**src/hdl/assert_macros.svh**
```systemverilog
// Assertion macros shared by the rate control RTL.
// Needs nothing else; include after the module ports are declared.
`ifndef ASSERT_MACROS_SVH
`define ASSERT_MACROS_SVH

// Same-cycle implication, disabled while reset is asserted.
`define ASSERT_IMPLIES(lbl, clk, rstn, ante, cons, msg) \
    lbl: assert property (@(posedge clk) disable iff (!rstn) (ante) |-> (cons)) \
        else $error(msg);

// Next-cycle implication, disabled while reset is asserted.
`define ASSERT_NEXT(lbl, clk, rstn, ante, cons, msg) \
    lbl: assert property (@(posedge clk) disable iff (!rstn) (ante) |=> (cons)) \
        else $error(msg);

// Invariant checked at every clock edge out of reset.
`define ASSERT_ALWAYS(lbl, clk, rstn, expr, msg) \
    lbl: assert property (@(posedge clk) disable iff (!rstn) (expr)) \
        else $error(msg);

`endif

```
**src/hdl/dcqcn_pkg.sv**
```systemverilog
// Shared types and constants for the DCQCN sender rate control block.
// No dependencies; used by dcqcn_sender_rate_control.
`timescale 1ns / 1ps
`default_nettype none

package dcqcn_pkg;

    localparam int COUNT_WIDTH_DEF = 48;
    localparam int ALPHA_FRAC_DEF  = 16;

    localparam int RATE_W     = 16;
    localparam int SEQ_W      = 48;
    localparam int ALPHA_W    = 17;
    localparam int INTV_W     = 24;
    localparam int CFG_IDX_W  = 3;
    localparam int CFG_DATA_W = 16;
    // segment_size (16 bits) times 1000 (10 bits)
    localparam int INTV_DVD_W = 26;

    localparam logic [9:0]        KILO         = 10'd1000;
    localparam logic [INTV_W-1:0] INTERVAL_MAX = {INTV_W{1'b1}};

    localparam logic [CFG_DATA_W-1:0] ALPHA_GAIN_RST   = 16'd256;
    localparam logic [CFG_DATA_W-1:0] MIN_RATE_RST     = 16'd100;
    localparam logic [CFG_DATA_W-1:0] MAX_RATE_RST     = 16'd12500;
    localparam logic [CFG_DATA_W-1:0] START_RATE_RST   = 16'd12100;
    localparam logic [CFG_DATA_W-1:0] RATE_STEP_RST    = 16'd10;
    localparam logic [CFG_DATA_W-1:0] SEGMENT_SIZE_RST = 16'd1000;

    typedef enum logic [CFG_IDX_W-1:0] {
        CFG_ALPHA_GAIN   = 3'd0,
        CFG_MIN_RATE     = 3'd1,
        CFG_MAX_RATE     = 3'd2,
        CFG_START_RATE   = 3'd3,
        CFG_RATE_STEP    = 3'd4,
        CFG_SEGMENT_SIZE = 3'd5
    } cfg_reg_t;

    typedef enum logic [2:0] {
        ACT_START      = 3'd0,
        ACT_ACK        = 3'd1,
        ACT_NACK       = 3'd2,
        ACT_ALPHA_TICK = 3'd3,
        ACT_INC_TICK   = 3'd4,
        ACT_SEND       = 3'd5
    } action_t;

    typedef struct packed {
        logic [2:0]       action;
        logic [SEQ_W-1:0] flow_bytes;
        logic [SEQ_W-1:0] ack_seq;
        logic             cnp;
    } in_item_t;

    typedef struct packed {
        logic               segment_valid;
        logic [RATE_W-1:0]  segment_bytes;
        logic [SEQ_W-1:0]   segment_end;
        logic               flow_done;
        logic               sending;
        logic               ack_overrun;
        logic [RATE_W-1:0]  current_rate;
        logic [ALPHA_W-1:0] alpha_now;
        logic [INTV_W-1:0]  send_interval;
    } out_item_t;

endpackage

`default_nettype wire

```
**src/hdl/dcqcn_mul.sv**
```systemverilog
// Shared registered multiplier used by the rate control sequencer.
// Standalone; operand width is set by the top level.
`timescale 1ns / 1ps
`default_nettype none

module dcqcn_mul #(
    parameter int W = 26
) (
    input  wire logic           aclk,
    input  wire logic [W-1:0]   a,
    input  wire logic [W-1:0]   b,
    output logic      [2*W-1:0] p
);

    logic [2*W-1:0] p_reg;

    always_ff @(posedge aclk) begin
        p_reg <= (2*W)'(a) * (2*W)'(b);
    end

    assign p = p_reg;

endmodule

`default_nettype wire

```
**src/hdl/dcqcn_div.sv**
```systemverilog
// Restoring divider, one quotient bit per cycle, for the send interval.
// Standalone; widths are set by the top level.
`timescale 1ns / 1ps
`default_nettype none

module dcqcn_div #(
    parameter int DVD_W = 26,
    parameter int DVS_W = 16
) (
    input  wire logic             aclk,
    input  wire logic             aresetn,
    input  wire logic             start,
    input  wire logic [DVD_W-1:0] dividend,
    input  wire logic [DVS_W-1:0] divisor,
    output logic                  done,
    output logic      [DVD_W-1:0] quotient
);

    localparam int CNT_W = $clog2(DVD_W + 1);

    logic [CNT_W-1:0] cnt_reg;
    logic             done_reg;
    logic [DVS_W-1:0] rem_reg;
    logic [DVD_W-1:0] quo_reg;
    logic [DVS_W-1:0] dvs_reg;

    logic [DVS_W:0] trial;
    logic [DVS_W:0] diff;
    logic           trial_ge;

    assign trial    = {rem_reg, quo_reg[DVD_W-1]};
    assign diff     = trial - {1'b0, dvs_reg};
    assign trial_ge = trial >= {1'b0, dvs_reg};

    always_ff @(posedge aclk) begin
        if (!aresetn) begin
            cnt_reg  <= '0;
            done_reg <= 1'b0;
        end else begin
            done_reg <= (cnt_reg == CNT_W'(1)) && !start;
            if (start) begin
                cnt_reg <= CNT_W'(DVD_W);
            end else if (cnt_reg != '0) begin
                cnt_reg <= cnt_reg - CNT_W'(1);
            end
        end
    end

    // shift in the next dividend bit, subtract when it fits
    always_ff @(posedge aclk) begin
        if (start) begin
            rem_reg <= '0;
            quo_reg <= dividend;
            dvs_reg <= divisor;
        end else if (cnt_reg != '0) begin
            rem_reg <= trial_ge ? diff[DVS_W-1:0] : trial[DVS_W-1:0];
            quo_reg <= {quo_reg[DVD_W-2:0], trial_ge};
        end
    end

    assign done     = done_reg;
    assign quotient = quo_reg;

endmodule

`default_nettype wire

```
**src/hdl/dcqcn_sender_rate_control.sv**
```systemverilog
// DCQCN sender rate control: sequencer, state registers and result register.
// Depends on dcqcn_pkg, dcqcn_mul, dcqcn_div and assert_macros.svh.
//
// Usage: one event per request on the s_ channel (start flow, ack, nack,
// alpha tick, increase tick, send slot); one result per request on the m_
// channel. cfg_valid/cfg_index/cfg_data write the six tuning registers and
// are always taken; write them only while no request is in flight.
// Datapath: an event runs through a small sequencer that shares one
// registered multiplier for the alpha and rate updates and for
// segment_size*1000. The send interval comes from a 26-step restoring
// divider; a zero rate skips the divider. s_ready is high only between
// requests, so a new request is taken only after the previous result
// has been written to the output register.
// Reset (aresetn low, synchronous) clears the byte counters, loads alpha with
// one, the rate with the start-rate default and the tuning registers with theirs.
// Stall: the result sits in an output register; the next request may be
// accepted meanwhile, and its result waits until the previous one is taken.
`timescale 1ns / 1ps
`default_nettype none

module dcqcn_sender_rate_control #(
    parameter int COUNT_WIDTH     = dcqcn_pkg::COUNT_WIDTH_DEF,
    parameter int ALPHA_FRAC_BITS = dcqcn_pkg::ALPHA_FRAC_DEF
) (
    input  wire logic                                 aclk,
    input  wire logic                                 aresetn,
    input  wire logic                                 s_valid,
    output logic                                      s_ready,
    input  wire dcqcn_pkg::in_item_t                  s_data,
    output logic                                      m_valid,
    input  wire logic                                 m_ready,
    output dcqcn_pkg::out_item_t                      m_data,
    input  wire logic                                 cfg_valid,
    output logic                                      cfg_ready,
    input  wire logic [dcqcn_pkg::CFG_IDX_W-1:0]      cfg_index,
    input  wire logic [dcqcn_pkg::CFG_DATA_W-1:0]     cfg_data
);

`include "assert_macros.svh"

    localparam int CW     = COUNT_WIDTH;
    localparam int F      = ALPHA_FRAC_BITS;
    localparam int AW     = F + 1;
    localparam int OPW    = (F + 2 > 16) ? F + 2 : 16;
    localparam int PW     = 2 * OPW;
    localparam int AW_EXT = (AW > dcqcn_pkg::ALPHA_W) ? AW : dcqcn_pkg::ALPHA_W;
    localparam int RW     = dcqcn_pkg::RATE_W;
    localparam int DVD_W  = dcqcn_pkg::INTV_DVD_W;

    localparam logic [AW-1:0]  ALPHA_ONE = AW'(1) << F;
    localparam logic [OPW-1:0] ONE_OP    = OPW'(1) << F;

    typedef enum logic [4:0] {
        ST_IDLE,
        ST_ACK_B,
        ST_ATICK_A,
        ST_ATICK_B,
        ST_INC,
        ST_CNG_A,
        ST_CNG_B,
        ST_CNG_C,
        ST_CNG_D,
        ST_SEG_A,
        ST_SEG_B,
        ST_INTV_A,
        ST_INTV_B,
        ST_DIV_WAIT,
        ST_FINISH
    } state_t;

    state_t state_reg, state_next;

    // tuning registers
    logic [RW-1:0] alpha_gain_reg, alpha_gain_next;
    logic [RW-1:0] min_rate_reg, min_rate_next;
    logic [RW-1:0] max_rate_reg, max_rate_next;
    logic [RW-1:0] start_rate_reg, start_rate_next;
    logic [RW-1:0] rate_step_reg, rate_step_next;
    logic [RW-1:0] seg_size_reg, seg_size_next;

    // flow state
    logic [CW-1:0] total_reg, total_next;
    logic [CW-1:0] sent_reg, sent_next;
    logic [CW-1:0] acked_reg, acked_next;
    logic [AW-1:0] alpha_reg, alpha_next;
    logic [RW-1:0] rate_reg, rate_next;
    logic [RW-1:0] target_reg, target_next;
    logic          inc_started_reg, inc_started_next;

    // per-request working registers
    logic [2:0]                    action_reg, action_next;
    logic                          cnp_reg, cnp_next;
    logic [CW-1:0]                 left_reg, left_next;
    logic                          avail_reg, avail_next;
    logic                          seg_valid_reg, seg_valid_next;
    logic [RW-1:0]                 seg_bytes_reg, seg_bytes_next;
    logic [dcqcn_pkg::SEQ_W-1:0]   seg_end_reg, seg_end_next;
    logic                          done_reg, done_next;
    logic                          overrun_reg, overrun_next;
    logic [dcqcn_pkg::INTV_W-1:0]  interval_reg, interval_next;

    logic                 m_valid_reg, m_valid_next;
    dcqcn_pkg::out_item_t m_data_reg, m_data_next;

    // datapath helpers
    logic [OPW-1:0]    gain_op;
    logic [OPW-1:0]    alpha_op;
    logic [OPW-1:0]    mul_a;
    logic [OPW-1:0]    mul_b;
    logic [PW-1:0]     mul_p;
    logic [RW-1:0]     cut_rate;
    logic [RW:0]       tgt_sum;
    logic [RW-1:0]     tgt_new;
    logic [RW:0]       rate_sum;
    logic [RW-1:0]     seg_n;
    logic [CW-1:0]     sent_plus;
    logic [CW-1:0]     seq_in;
    logic [AW_EXT-1:0] alpha_ext;
    logic              div_start;
    logic              div_done;
    logic [DVD_W-1:0]  div_quo;

    assign gain_op  = (OPW'(alpha_gain_reg) > ONE_OP) ? ONE_OP : OPW'(alpha_gain_reg);
    assign alpha_op = OPW'(alpha_reg);
    assign cut_rate = RW'(mul_p >> (F + 1));
    assign tgt_sum  = {1'b0, target_reg} + {1'b0, rate_step_reg};
    assign tgt_new  = !inc_started_reg ? target_reg :
                      (tgt_sum < {1'b0, max_rate_reg}) ? tgt_sum[RW-1:0] : max_rate_reg;
    assign rate_sum = {1'b0, tgt_new} + {1'b0, rate_reg};
    assign seg_n    = (left_reg < CW'(seg_size_reg)) ? left_reg[RW-1:0] : seg_size_reg;
    assign sent_plus = sent_reg + CW'(seg_n);
    assign seq_in   = CW'(s_data.ack_seq);
    assign alpha_ext = AW_EXT'(alpha_reg);

    // operand select for the shared multiplier
    always_comb begin
        unique case (state_reg)
            ST_ATICK_A, ST_CNG_A: begin
                mul_a = ONE_OP - gain_op;
                mul_b = alpha_op;
            end
            ST_CNG_C: begin
                mul_a = OPW'(rate_reg);
                mul_b = (ONE_OP << 1) - alpha_op;
            end
            ST_INTV_A: begin
                mul_a = OPW'(seg_size_reg);
                mul_b = OPW'(dcqcn_pkg::KILO);
            end
            default: begin
                mul_a = '0;
                mul_b = '0;
            end
        endcase
    end

    dcqcn_mul #(
        .W(OPW)
    ) u_mul (
        .aclk (aclk),
        .a    (mul_a),
        .b    (mul_b),
        .p    (mul_p)
    );

    dcqcn_div #(
        .DVD_W(DVD_W),
        .DVS_W(RW)
    ) u_div (
        .aclk     (aclk),
        .aresetn  (aresetn),
        .start    (div_start),
        .dividend (mul_p[DVD_W-1:0]),
        .divisor  (rate_reg),
        .done     (div_done),
        .quotient (div_quo)
    );

    always_comb begin
        state_next       = state_reg;
        alpha_gain_next  = alpha_gain_reg;
        min_rate_next    = min_rate_reg;
        max_rate_next    = max_rate_reg;
        start_rate_next  = start_rate_reg;
        rate_step_next   = rate_step_reg;
        seg_size_next    = seg_size_reg;
        total_next       = total_reg;
        sent_next        = sent_reg;
        acked_next       = acked_reg;
        alpha_next       = alpha_reg;
        rate_next        = rate_reg;
        target_next      = target_reg;
        inc_started_next = inc_started_reg;
        action_next      = action_reg;
        cnp_next         = cnp_reg;
        left_next        = left_reg;
        avail_next       = avail_reg;
        seg_valid_next   = seg_valid_reg;
        seg_bytes_next   = seg_bytes_reg;
        seg_end_next     = seg_end_reg;
        done_next        = done_reg;
        overrun_next     = overrun_reg;
        interval_next    = interval_reg;
        m_valid_next     = m_valid_reg;
        m_data_next      = m_data_reg;
        div_start        = 1'b0;

        if (cfg_valid) begin
            unique case (cfg_index)
                dcqcn_pkg::CFG_ALPHA_GAIN:   alpha_gain_next = cfg_data;
                dcqcn_pkg::CFG_MIN_RATE:     min_rate_next   = cfg_data;
                dcqcn_pkg::CFG_MAX_RATE:     max_rate_next   = cfg_data;
                dcqcn_pkg::CFG_START_RATE:   start_rate_next = cfg_data;
                dcqcn_pkg::CFG_RATE_STEP:    rate_step_next  = cfg_data;
                dcqcn_pkg::CFG_SEGMENT_SIZE: seg_size_next   = cfg_data;
                default: ;
            endcase
        end

        if (m_valid_reg && m_ready) begin
            m_valid_next = 1'b0;
        end

        unique case (state_reg)
            ST_IDLE: begin
                if (s_valid) begin
                    action_next    = s_data.action;
                    cnp_next       = s_data.cnp;
                    seg_valid_next = 1'b0;
                    seg_bytes_next = '0;
                    seg_end_next   = '0;
                    done_next      = 1'b0;
                    overrun_next   = 1'b0;
                    unique case (s_data.action)
                        dcqcn_pkg::ACT_START: begin
                            total_next       = total_reg + CW'(s_data.flow_bytes);
                            alpha_next       = ALPHA_ONE;
                            inc_started_next = 1'b0;
                            rate_next        = start_rate_reg;
                            state_next       = ST_SEG_A;
                        end
                        dcqcn_pkg::ACT_ACK: begin
                            if (seq_in > acked_reg) begin
                                acked_next = seq_in;
                            end
                            state_next = ST_ACK_B;
                        end
                        dcqcn_pkg::ACT_NACK: begin
                            sent_next  = acked_reg;
                            state_next = s_data.cnp ? ST_CNG_A : ST_SEG_A;
                        end
                        dcqcn_pkg::ACT_ALPHA_TICK: begin
                            state_next = (total_reg != acked_reg) ? ST_ATICK_A : ST_INTV_A;
                        end
                        dcqcn_pkg::ACT_INC_TICK: begin
                            state_next = (total_reg != acked_reg) ? ST_INC : ST_INTV_A;
                        end
                        dcqcn_pkg::ACT_SEND: begin
                            state_next = ST_SEG_A;
                        end
                        default: begin
                            state_next = ST_INTV_A;
                        end
                    endcase
                end
            end
            ST_ACK_B: begin
                priority if (acked_reg > sent_reg) begin
                    sent_next    = acked_reg;
                    overrun_next = 1'b1;
                    state_next   = cnp_reg ? ST_CNG_A : ST_INTV_A;
                end else if (acked_reg == sent_reg) begin
                    // flow complete: drop any congestion mark
                    done_next  = 1'b1;
                    state_next = ST_INTV_A;
                end else begin
                    state_next = cnp_reg ? ST_CNG_A : ST_INTV_A;
                end
            end
            ST_ATICK_A: begin
                state_next = ST_ATICK_B;
            end
            ST_ATICK_B: begin
                alpha_next = AW'(mul_p >> F);
                state_next = ST_INTV_A;
            end
            ST_INC: begin
                target_next      = tgt_new;
                rate_next        = rate_sum[RW:1];
                inc_started_next = 1'b1;
                state_next       = ST_INTV_A;
            end
            ST_CNG_A: begin
                state_next = ST_CNG_B;
            end
            ST_CNG_B: begin
                alpha_next = AW'((mul_p + (PW'(gain_op) << F)) >> F);
                state_next = ST_CNG_C;
            end
            ST_CNG_C: begin
                target_next = rate_reg;
                state_next  = ST_CNG_D;
            end
            ST_CNG_D: begin
                rate_next        = (cut_rate < min_rate_reg) ? min_rate_reg : cut_rate;
                inc_started_next = 1'b0;
                state_next = (action_reg == dcqcn_pkg::ACT_NACK) ? ST_SEG_A : ST_INTV_A;
            end
            ST_SEG_A: begin
                left_next  = total_reg - sent_reg;
                avail_next = total_reg > sent_reg;
                state_next = ST_SEG_B;
            end
            ST_SEG_B: begin
                if (avail_reg) begin
                    sent_next      = sent_plus;
                    seg_valid_next = 1'b1;
                    seg_bytes_next = seg_n;
                    seg_end_next   = dcqcn_pkg::SEQ_W'(sent_plus);
                end
                state_next = ST_INTV_A;
            end
            ST_INTV_A: begin
                state_next = ST_INTV_B;
            end
            ST_INTV_B: begin
                if (rate_reg == '0) begin
                    interval_next = dcqcn_pkg::INTERVAL_MAX;
                    state_next    = ST_FINISH;
                end else begin
                    div_start  = 1'b1;
                    state_next = ST_DIV_WAIT;
                end
            end
            ST_DIV_WAIT: begin
                if (div_done) begin
                    interval_next = (div_quo > DVD_W'(dcqcn_pkg::INTERVAL_MAX)) ?
                                    dcqcn_pkg::INTERVAL_MAX :
                                    dcqcn_pkg::INTV_W'(div_quo);
                    state_next = ST_FINISH;
                end
            end
            ST_FINISH: begin
                // hold the result until the output register is free
                if (!m_valid_reg || m_ready) begin
                    m_data_next.segment_valid = seg_valid_reg;
                    m_data_next.segment_bytes = seg_bytes_reg;
                    m_data_next.segment_end   = seg_end_reg;
                    m_data_next.flow_done     = done_reg;
                    m_data_next.sending       = total_reg != acked_reg;
                    m_data_next.ack_overrun   = overrun_reg;
                    m_data_next.current_rate  = rate_reg;
                    m_data_next.alpha_now     = alpha_ext[dcqcn_pkg::ALPHA_W-1:0];
                    m_data_next.send_interval = interval_reg;
                    m_valid_next = 1'b1;
                    state_next   = ST_IDLE;
                end
            end
            default: begin
                state_next = ST_IDLE;
            end
        endcase
    end

    always_ff @(posedge aclk) begin
        if (!aresetn) begin
            state_reg       <= ST_IDLE;
            alpha_gain_reg  <= dcqcn_pkg::ALPHA_GAIN_RST;
            min_rate_reg    <= dcqcn_pkg::MIN_RATE_RST;
            max_rate_reg    <= dcqcn_pkg::MAX_RATE_RST;
            start_rate_reg  <= dcqcn_pkg::START_RATE_RST;
            rate_step_reg   <= dcqcn_pkg::RATE_STEP_RST;
            seg_size_reg    <= dcqcn_pkg::SEGMENT_SIZE_RST;
            total_reg       <= '0;
            sent_reg        <= '0;
            acked_reg       <= '0;
            alpha_reg       <= ALPHA_ONE;
            rate_reg        <= dcqcn_pkg::START_RATE_RST;
            target_reg      <= '0;
            inc_started_reg <= 1'b0;
            m_valid_reg     <= 1'b0;
        end else begin
            state_reg       <= state_next;
            alpha_gain_reg  <= alpha_gain_next;
            min_rate_reg    <= min_rate_next;
            max_rate_reg    <= max_rate_next;
            start_rate_reg  <= start_rate_next;
            rate_step_reg   <= rate_step_next;
            seg_size_reg    <= seg_size_next;
            total_reg       <= total_next;
            sent_reg        <= sent_next;
            acked_reg       <= acked_next;
            alpha_reg       <= alpha_next;
            rate_reg        <= rate_next;
            target_reg      <= target_next;
            inc_started_reg <= inc_started_next;
            m_valid_reg     <= m_valid_next;
        end
    end

    always_ff @(posedge aclk) begin
        action_reg    <= action_next;
        cnp_reg       <= cnp_next;
        left_reg      <= left_next;
        avail_reg     <= avail_next;
        seg_valid_reg <= seg_valid_next;
        seg_bytes_reg <= seg_bytes_next;
        seg_end_reg   <= seg_end_next;
        done_reg      <= done_next;
        overrun_reg   <= overrun_next;
        interval_reg  <= interval_next;
        m_data_reg    <= m_data_next;
    end

    assign s_ready   = (state_reg == ST_IDLE);
    assign cfg_ready = 1'b1;
    assign m_valid   = m_valid_reg;
    assign m_data    = m_data_reg;

    `ASSERT_ALWAYS(a_alpha_bound, aclk, aresetn, alpha_reg <= ALPHA_ONE, "alpha above one")
    `ASSERT_NEXT(a_busy_after_accept, aclk, aresetn, s_valid && s_ready, !s_ready, "ready after accept")
    `ASSERT_IMPLIES(a_div_nonzero, aclk, aresetn, div_start, rate_reg != '0, "divide by zero rate")

endmodule

`default_nettype wire
```
**config.mk**
```make
export PLATFORM = sky130hd
export DESIGN_NAME = dcqcn_sender_rate_control
export DESIGN_NICKNAME = d
export VERILOG_FILES = /design/src/hdl/dcqcn_pkg.sv /design/src/hdl/dcqcn_mul.sv /design/src/hdl/dcqcn_div.sv /design/src/hdl/dcqcn_sender_rate_control.sv
export VERILOG_INCLUDE_DIRS = /design/src /design/src/hdl
export SDC_FILE = /design/constraint.sdc
export NUM_CORES = 2
export LEC_CHECK = 0
export BUFFER_PORTS_ARGS = -buffer_cell sky130_fd_sc_hd__buf_2
export CAP_MARGIN = 20
export CORE_MARGIN = 2
export CORE_UTILIZATION = 45
export DETAILED_ROUTE_END_ITERATION = 10
export PLACE_DENSITY = 0.69
export SYNTH_ARGS = -nofsm -noshare
export SYNTH_HDL_FRONTEND = slang
export SYNTH_SLANG_ARGS = --single-unit
```
**constraint.sdc**
```tcl
create_clock -name aclk -period 9.4 [get_ports aclk]
set_clock_uncertainty 0.2 [all_clocks]
set_input_delay 0.94 -clock aclk [delete_from_list [all_inputs] [get_ports aclk]]
set_output_delay 0.94 -clock aclk [all_outputs]
set_load 0.02 [all_outputs]
```
Word level (Yosys, flattened, before mapping)
Index checks and enable logic that the tools add are counted.
{ "totals": {"out_inout_bits": 128, "reg_bits": 662, "inputBits": 124, "elab_cells": 200} }
{ "op_classes": {"bitwise_logic": 1, "order_cmp": 8, "n_reduce_logical": 40, "add_sub_neg": 10, "mul": 1, "n_mux": 61, "eq_ne": 38} }
{ "op_table": {"columns": ["cell", "count"], "rows": [
  ["$mux W48", 5],
  ["$gt A48 B48 Y1", 3],
  ["$mux W16", 9],
  ["$pmux W48 S3", 1],
  ["$pmux W18 S3", 2],
  ["$pmux W48 S2", 1],
  ["$mux W24", 3],
  ["$pmux W5 S13", 1],
  ["$pmux W16 S2", 2],
  ["$mux W26", 2],
  ["$pmux W17 S3", 1],
  ["$add A48 B16 Y48", 1],
  ["$add A48 B48 Y48", 1],
  ["$eq A48 B48 Y1", 1],
  ["$lt A48 B16 Y1", 1],
  ["$ne A48 B48 Y1", 1],
  ["$pmux W16 S3", 1],
  ["$pmux W24 S2", 1],
  ["$sub A48 B48 Y48", 1],
  ["$eq A5 B4 Y1 const B", 7],
  ["$add A16 B16 Y17", 2],
  ["$mux W17", 2],
  ["$add A33 B32 Y33", 1],
  ["$mul A18 B18 Y33", 1],
  ["other kinds (39)", 108]
]} }

Logic depth before layout (Yosys ltp)
{ "logic_depth": {"word_depth": 6, "depth_mapped": 32, "mapped_depth_nobuf": 31} }

Cells and area by module
Synthesis repeated with hierarchy kept, for this count alone.
{ "unflattened": {"hier_cells": 5387, "hier_area_um2": 49399.9} }
{ "by_module_without_submodules": {"columns": ["mod", "seq_area_each_um2", "instances", "area_each_um2", "cells_each"], "rows": [
  ["dcqcn_sender_rate_control", 13983.4, 1, 34164.0, 3763],
  ["dcqcn_mul", 720.7, 1, 11690.0, 1302],
  ["dcqcn_div", 1701.6, 1, 3545.9, 322]
]} }

Worst setup path before layout
Ideal clock, no wire load.
{ "synth_timing": {"kind": "register to register", "start": "register alpha_reg[4] (netlist: alpha_ext[4])", "end": "register u_mul.p_reg[31] (netlist: u_mul.p[31])", "arrival_time_ns": 7.611, "path_stages_with_launch": 29, "path_buffers": 2, "slack_ns": 1.517, "synth_period_minus_slack_ns": 7.883, "required_time_ns": 9.128, "setup_ns": 0.072, "path_cell_list": "dfxtp_1 > buf_6 > or4_4 > buf_6 > nor4_4 > nand2_1 > or3_1 > or3_4 > nor4_1 > nand2_1 > fa_1 > fa_1 > inv_1 > fa_1 > fa_1 > fa_1 > inv_1 > fa_1 > inv_1 > ha_1 > o21ai_0 > nand2b_1 > a21oi_1 > o21ai_0 > o21ai_0 > a31oi_1 > a41o_1 > o211ai_1 > xnor2_1"} }
{ "synth_via": {"elab_chain_cells": 3} }
{ "synth_lines": {"columns": ["element", "line_no", "text"], "rows": [
  ["from (decl)", "dcqcn_sender_rate_control.sv:85", "logic [AW-1:0] alpha_reg, alpha_next;"],
  ["from (signal assigned)", "dcqcn_sender_rate_control.sv:393", "alpha_reg <= alpha_next;"],
  ["$sub A18 B17 Y18", "dcqcn_sender_rate_control.sv:144", "mul_b = (ONE_OP << 1) - alpha_op;"],
  ["$pmux W18 S3 (*)", "dcqcn_sender_rate_control.sv:137", "unique case (state_reg)"],
  ["$mul A18 B18 Y33 (*)", "dcqcn_mul.sv:18", "p_reg <= (2*W)'(a) * (2*W)'(b);"],
  ["to (signal assigned)", "dcqcn_mul.sv:18", null],
  ["to (decl)", "dcqcn_mul.sv:15", "logic [2*W-1:0] p_reg;"]
]} }
Every way passes the cells marked *; elsewhere a longest branch is shown, timed or not.
A chain may end at the register's enable or synchronous reset.

Final worst setup path
Ends and elaborated chain as after synthesis.

==> results.cfg <==
[setup_path]
cp.buffers_inverters = 2
crit_arrival_ns = 8.92
crit_family = adder cells
regToRegSetupSlack_ns = 0.86
cpMostUsedCell = fa_1
worstRegToRegCells = 24
criticalPathCategory = register to register
crit_chain = or4_4, nor4_4, nand2_1, or3_1, or3_4, or4_1, nor2_1, fa_1, fa_1, fa_1, fa_1, fa_1, inv_1, fa_1, inv_1, ha_1, a21o_1, a21oi_1, nand2_1, o21ai_0, a31oi_1, a41o_1, o211ai_1, xnor2_1
worstPathRequired_ns = 9.78
critPathCaptureType = register
rr_endpoint = u_mul.p[31]
slowest_delay_ns = 0.64
cp-startpoint = alpha_ext[4]
startpoint_type = register
cp_max_fo = 11
cp_slowest_cell = o21ai_0
r2r-start = alpha_ext[4]
endpoint = u_mul.p[31]
critical_path_depth = 24

[global_routing]
grt_overflow = 0
grt_pass1_vias = 40470
grtUsageTotal_pct = 27.43
grt_max_degree = 97
antenna_found_initial = 27
grt_pass1_wl_mm = 238.8

[logic_synthesis]
seq_area_frac_synth_pct = 33.25
ys_warn_count = 0
synth_commonest_cells = nand2_1, inv_1, nor2_1
synth_area_leaders = edfxtp_1, dfxtp_1, ha_1
synth_edf_count = 311
synth_seq_cells = 661
synthArstFlopShare_pct = 0
netlist_instances = 5552
yosys.area.top_type = edfxtp_1
ys_types = 86
yosysTopAreaCellShare_pct = 19.00
syn-mean-instance-area_um2 = 8.855
synth_ff_type = dfxtp_1
yosys.cell_count.top_type = nand2_1
syn_area_um2 = 49160
syn-num-nets = 6340

[clock_tree]
ctsResizeCount = 0
clk_pin_slew_ns = 0.06
hold_buffers = 0
numClockSinks = 661
post_cts_buffers = 0
h-tree-depth = 3
cts_root_buffer = clkbuf_16
cts_buffers = 76
tritoncts = built
clk_path_buf_depth = 3
clk_latency_ns = 0.65

[timing]
rsz0062_at_grt = false
fin_crit_ns = 8.541
finalHoldViolCount = 0
relSlewSlack_pct = 29.51
setup_viol_count_final = 0
fmax_mhz = 117.1
tightest_slew_ns = 1.057
post-route-period-util_pct = 90.86
maxSlewViolCount = 0
tns_ns = 0
worst_hold_slack_ns = 0.1748

[finish]
stdcell_count = 7184
syn_to_final_growth_pct = 11.20
fillerInstances = 10060
nets = 6491
drive_gt1_share_pct = 9.302
largest_reg_flops = 125

[detailed_routing]
wl_per_cell_um = 21.74
ant_nets = 0
drtPass1Iterations = 8
vias = 42450
viasPerCell = 5.909
drtIter0Drc = 4525
drc = 0
routed_wl_mm = 156.2

[power_and_ir_drop]
p_per_area_nw_per_um2 = 202.6
irDropWorstVdd_mv = 0.1389
power.total_mw = 11.08
leakagePower_nw = 23.29

[placed_design]
place.gp.congestion = 1.015
hpwl_mm = 119.6
port_buffers = 250
dp.cells = 7034

[die]
initial_core_util_pct = 45.29
rows = 121
die_w_um = 334.5
dieArea_um2 = 111900
core_area_um2 = 108600
dieHeight_um = 334.5
io_pins = 252

[status]
status = complete, no violations

[flow_run]
maxCapViolCount = 0

[min_path]
hp-class = register to register
-- layout by cell type (no fill, tap or decap), types with 77 or more instances in the layout --
master | netlist | layout
o211ai_1 | 89 | 89
buf_2 | 3 | 249
ha_1 | 418 | 418
dfxtp_1 | 350 | 350
nand2_1 | 735 | 733
nand3_1 | 180 | 180
nand4_1 | 118 | 118
edfxtp_1 | 311 | 311
nor2_1 | 438 | 436
a21oi_1 | 388 | 387
clkbuf_16 | 0 | 77
a21o_1 | 142 | 141
fa_1 | 246 | 246
xnor2_1 | 192 | 192
o21ai_0 | 184 | 184
inv_1 | 539 | 539
-- where the power goes --
part           leakage [nW]  internal (mW)  total, mW  switching (mW)
clock network          1.31           1.94       3.23            1.29
logic                  16.2           1.41       3.94            2.52
registers              5.75           3.57       3.91           0.333
-- worst min-delay path by stage --
stage / slack [ns] / depth (start not counted) / end / start
3_5_place_dp: 0.20 / 0 / m_data[100] / seg_end_reg[40]
5_1_grt: 0.20 / 0 / m_data[67] / seg_end_reg[7]
6_report: 0.17 / 0 / m_data[67] / seg_end_reg[7]
2_1_floorplan: 0.20 / 0 / m_data[0] / interval_reg[0]
4_1_cts: 0.17 / 0 / m_data[67] / seg_end_reg[7]
3_3_place_gp: 0.20 / 0 / m_data[5] / interval_reg[5]
-- routing by layer --
metal | GRT usage (%) | part of all wire (%)
met5 | 0 | 0.15
met2 | 43.59 | 45
met1 | 36.67 | 42
met4 | 10.87 | 4.1
met3 | 5.476 | 9.2
-- kinds of logic after synthesis --
group / share of synthesized area [%]
xor+xnor: 4.258
compound gates: 17.68
mux: 0.7839
buf+inv: 6.123
other cells: 0.007628
fa+ha+maj: 20.66
flops: 33.25
simple gates: 17.24
-- metrics by stage --
step                utilization (%)  instance area [µm²]  worst slack (ns)
floorplan                         -                49160             1.517
global placement              47.81                51900            0.9701
detailed placement            47.81                51900            0.9374
CTS                           50.28                54580            0.8833
global route                  50.35                54650            0.3320
finish                        50.36                54670            0.8587
-- worst register-to-register path, delay by kind of cell (launching register included) --
family | cells | cell delay, ns
AOI/OAI and AO/OA | 6 | 1.73
adders and majority gates | 7 | 3.30
DFF | 1 | 0.41
and+or+nand+nor | 8 | 2.60
xor gates and xnor gates | 1 | 0.13
buffers and inverters | 2 | 0.09
-- layout make-up --
type | count | area [µm²] | share of cell area, %
clock inverters | 52 | 709.4 | 1.298
multi-input cells | 4095 | 29940 | 54.77
well taps | 1414 | 1769 | 3.236
diodes | 8 | 20.02 | 0.03662
flip-flops and latches | 661 | 16350 | 29.90
clock buffers | 85 | 1977 | 3.616
repair buffers | 328 | 1872 | 3.424
inverters | 541 | 2036 | 3.724
(Power assumes the default switching activity.)
